## src/hdl/sfrm_ram.sv

```systemverilog
`timescale 1ns / 1ps
`default_nettype none

module sfrm_ram #(
   parameter int WIDTH = 8,
   parameter int DEPTH = 16,
   parameter int AW    = (DEPTH > 1) ? $clog2(DEPTH) : 1
) (
   input  logic             clock,
   input  logic             wr_en,
   input  logic [AW-1:0]    wr_addr,
   input  logic [WIDTH-1:0] wr_data,
   input  logic             rd_en,
   input  logic [AW-1:0]    rd_addr,
   output logic [WIDTH-1:0] rd_data
);

   logic [WIDTH-1:0] mem_ff [DEPTH];
   logic [WIDTH-1:0] rd_data_ff;

   // write port
   always_ff @(posedge clock) begin
      if (wr_en) begin
         mem_ff[wr_addr] <= wr_data;
      end
   end

   // registered read, data holds between reads
   always_ff @(posedge clock) begin
      if (rd_en) begin
         rd_data_ff <= mem_ff[rd_addr];
      end
   end

   assign rd_data = rd_data_ff;

endmodule

`default_nettype wire

```

## config.mk

```make
export PLATFORM = sky130hd
export DESIGN_NAME = sfrm_ram
export DESIGN_NICKNAME = d
export VERILOG_FILES = /design/src/hdl/sfrm_ram.sv
export SDC_FILE = /design/constraint.sdc
export NUM_CORES = 1
export LEC_CHECK = 0
export BUFFER_PORTS_ARGS = -buffer_cell sky130_fd_sc_hd__buf_2
export CAP_MARGIN = 20
export CORE_MARGIN = 10
export CORE_UTILIZATION = 50
export DETAILED_ROUTE_END_ITERATION = 7
export PLACE_DENSITY_LB_ADDON = 0.3
export SKIP_LAST_GASP = 1
export SLEW_MARGIN = 20
export SYNTH_ARGS = -nofsm -noshare
export SYNTH_HDL_FRONTEND = slang
export SYNTH_SLANG_ARGS = --single-unit
```

## constraint.sdc

```tcl
create_clock -name clock -period 1.6 [get_ports clock]
set_input_delay 0.16 -clock clock [delete_from_list [all_inputs] [get_ports clock]]
set_output_delay 0.16 -clock clock [all_outputs]
set_load 0.01 [all_outputs]
```

# Yosys cells after proc, flatten, opt, wreduce, memory -nomap -nowiden

Memories as Yosys holds them, arrays and structs flattened. A register that Yosys moved wholly into a read port is not among the register bits.
Cells that the tools add are included.

Output and inout bits: 8
Flip-flop bits (word level): 0
Memory bits (writable): 128
Memories kept: 1

Memories:

| memory | words | width | rd ports | clocked after Yosys merged registers in | wr ports | RTL line | text |
|---|---|---|---|---|---|---|---|
| mem_ff | 16    | 8     | 1        | 1                                       | 1        | 18       | `logic [WIDTH-1:0] mem_ff [DEPTH];` |

Multiplexer cells: 2

Operators by type and width:

| kind             | count |
|---|---|
| 2-to-1 mux 1 bit | 2 |

# Logic depth before layout (Yosys ltp)

Depth after elaboration: 2
Depth in mapped cells: 5
Gate-level depth less buffers: 3

# Least setup slack after synthesis

No wires, ideal clock.

Kind: input-to-reg
Start point: input wr_addr[2]
End point: memory mem_ff[0][0], enable pin
Cell stages on the path: 2
Buffers on the path: 0
Slack: -0.053 ns
Arrival time: 1.270 ns
Required time: 1.217 ns
Path through: or3b_2 > nor3_1

RTL lines:

| what        | RTL line | text |
|---|---|---|
| from (decl) | 11       | `input logic [AW-1:0] wr_addr,` |
| to (decl)   | 18       |  |

No word-level cell before the write port.

==> impl_metrics.yaml <==
synthesis:
  synth_top_cell_area_share: 0.781
  synthCells: 229
  synth-edff-count: 136
  yosysUniqueCellTypes: 18
  synth_top_flop_cell: "edfxtp_1"
  ys_ff_latch: 136
  synth_commonest_cells: "136 x edfxtp_1, 18 x mux4_2, 16 x a22oi_1, 14 x mux4_1, 13 x nor2_1"
  yosysWarnings: 0
  yosysTopAreaCell: "edfxtp_1"
  yosysMostFrequentCell: "edfxtp_1"
  netlist_area_mm2: 0.00523
  ys_top_cells_by_area: "edfxtp_1 78%, mux4_2 7.8%, mux4_1 7.0%"
  avgSynthCellArea_um2: 22.8
  synth.yosys.seq_area_share: 0.781
  async_flop_share: 0
  syn_nets: 248
pwr:
  power.internal_mw: 6.02
  switching_power_mw: 1.47
  power_frac_comb: 0.050
  seqPwrFrac: 0.540
  p_leak_nw: 2.07
  p_per_area_mw_per_mm2: 1230
  ir_drop_v: 0.000548
  total_power_mw: 7.48
  swShare: 0.196
  clkPwrFrac: 0.410
sta:
  final.setup_skew_ns: 0.00445
  fin_tns_setup_ns: 0
  slew_headroom: 0.582
  finalCriticalPeriod_ns: 1.50
  timing.fmax_mhz: 667
  hold_violations: 0
  fin_crit_sh: 0.938
  rsz0062_at_grt: "no"
  finalMaxSlewViolations: 0
  tightest_slew_ns: 0.625
  setup_viol: 0
  layout_setup_ws_ns: 0.0996
  holdWs_ns: 0.0263
place:
  gp_congestion: 0.731
  hpwl_mm: 6.26
  port-buffer-count: 26
  post-place-ws_ns: -0.127
setup_path:
  crit_type: "flop to flop"
  cp_max_fo: 1
  end_kind: "flop"
  arrival_ns: 1.75
  cp_data_required_time_ns: 1.85
  startpoint_type: "flop"
drt:
  vias: 2416
  drt_iter0_markers: 260
  final_antenna_net_count: 0
  wl_per_cell_um: 22.1
  vias_per_cell: 5.61
  routed_wl_mm: 9.53
  drc_errors: 0
  dr.pass1.iters: 4
global_route:
  grt_pass1_vias: 2596
  grt_max_degree: 33
  grt_first_pass_wirelength_mm: 15.3
  track_usage: 0.142
  grt-ovfl-total: 0
  antenna_found_initial: 0
floorplan:
  die_x_um: 122
  row_count: 37
  dieArea_mm2: 0.0149
  die_h_um: 122
  ios: 27
  start_util: 0.509
  core_mm2: 0.0103
clock_network:
  cts_tree: "built"
  cts_setup_buffers: 0
  post_cts_resized: 0
  cts_buffers: 17
  htree_levels: 4
  clock_latency_ns: 0.51
  root_buffer: "clkbuf_8"
  clkTransAtPathRegs_ns: 0.05
  postCtsHoldBufs: 0
  ctsLongestPathBuffers: 2
  cts_sinks: 136
outcome:
  status: "finished, final reports clean"
cells_and_area:
  fin_nets: 304
  area_growth_pct: 16.8
  layout-drive-gt1-share: 0.298
  fin_util: 0.594
  diodes: 0
flow_run:
  cap_violations: 0
min_path:
  hp-class: "input port to flop"
==> per-stage QoR <==
step	cells	area, um2
2_1_floorplan	229	5230
3_3_place_gp	402	5640
3_5_place_dp	402	5640
4_1_cts	431	6110
5_1_grt	431	6110
6_report	431	6110
==> routing by layer <==
layer | up-vias | GRT usage | share of wire
met5 | - | 0 | 0
met1 | 1227 | 0.191 | 0.42
met4 | 0 | 0.0596 | 0.014
met3 | 9 | 0.0418 | 0.075
met2 | 91 | 0.213 | 0.49
li1 | 1089 | - | -
==> worst paths after layout <==
| path | slack, ns | start | depth (start not counted) | endpoint |
|---|---|---|---|---|
| setup / recovery | 0.1 | mem_ff[3][3] | 3 | rd_data[3] |
| hold / removal | 0.03 | rd_en | 1 | rd_data[4] |
| setup reg to reg | 0.1 | mem_ff[3][3] | 3 | rd_data[3] |
| hold reg to reg | 0.75 | mem_ff[15][0] | 3 | rd_data[0] |
==> cell families (layout without fill, tap and decap cells) <==
kind of cell	Yosys count	after routing	synth area share
buffers and inverters	10	76	0.0165
AND/OR/NAND/NOR	35	35	0.0314
multiplexers	32	32	0.148
AO/OA/AOI/OAI	16	16	0.0230
flip-flops	136	136	0.781
==> worst max-delay path, stage by stage, from the launching register on <==
cell,delay [ns]
edfxtp_1,0.38
mux4_1,0.48
a22oi_1,0.29
nand2_1,0.10
==> power groups by stage <==
stage | Combinational, mW | Clock [mW] | Sequential, mW
after floorplan | 0.203 | 0 | 4.11
after global routing | 0.408 | 3.32 | 4.04
after global placement | 0.372 | 0 | 4.11
after detailed placement | 0.379 | 0 | 4.11
final | 0.371 | 3.07 | 4.04
after CTS | 0.380 | 3.14 | 4.04
==> layout by cell type, fill, tap and decap left out <==
| cell | synthesis | final |
|---|---|---|
| a22oi_1 | 16 | 16 |
| and2_1 | 1 | 1 |
| and2b_1 | 1 | 1 |
| buf_12 | 0 | 3 |
| buf_2 | 3 | 26 |
| buf_4 | 1 | 18 |
| clkbuf_1 | 0 | 4 |
| clkbuf_16 | 0 | 16 |
| clkbuf_8 | 0 | 1 |
| clkinv_1 | 0 | 4 |
| clkinv_2 | 0 | 4 |
| edfxtp_1 | 136 | 136 |
| mux4_1 | 14 | 14 |
| mux4_2 | 18 | 18 |
| nand2_1 | 9 | 9 |
| nand2b_1 | 2 | 2 |
| nand3_1 | 1 | 1 |
| nand3b_1 | 2 | 2 |
| nor2_1 | 13 | 13 |
| nor2b_1 | 1 | 1 |
| nor3_1 | 4 | 3 |
| nor3_2 | 0 | 1 |
| or3b_2 | 1 | 1 |
==> sequential cells by signal, indices dropped and copies added, names as in the netlist <==
name     flops
mem_ff     128
rd_data      8
==> final cells by class <==
type,count,area (um2)
clock inverters,8,35.0
multi-input cells,83,1060
well taps,136,170
flip-flops and latches,136,4080
fillers,733,4170
clock buffers,21,429
repair buffers,47,325
(Power assumes the default switching activity.)
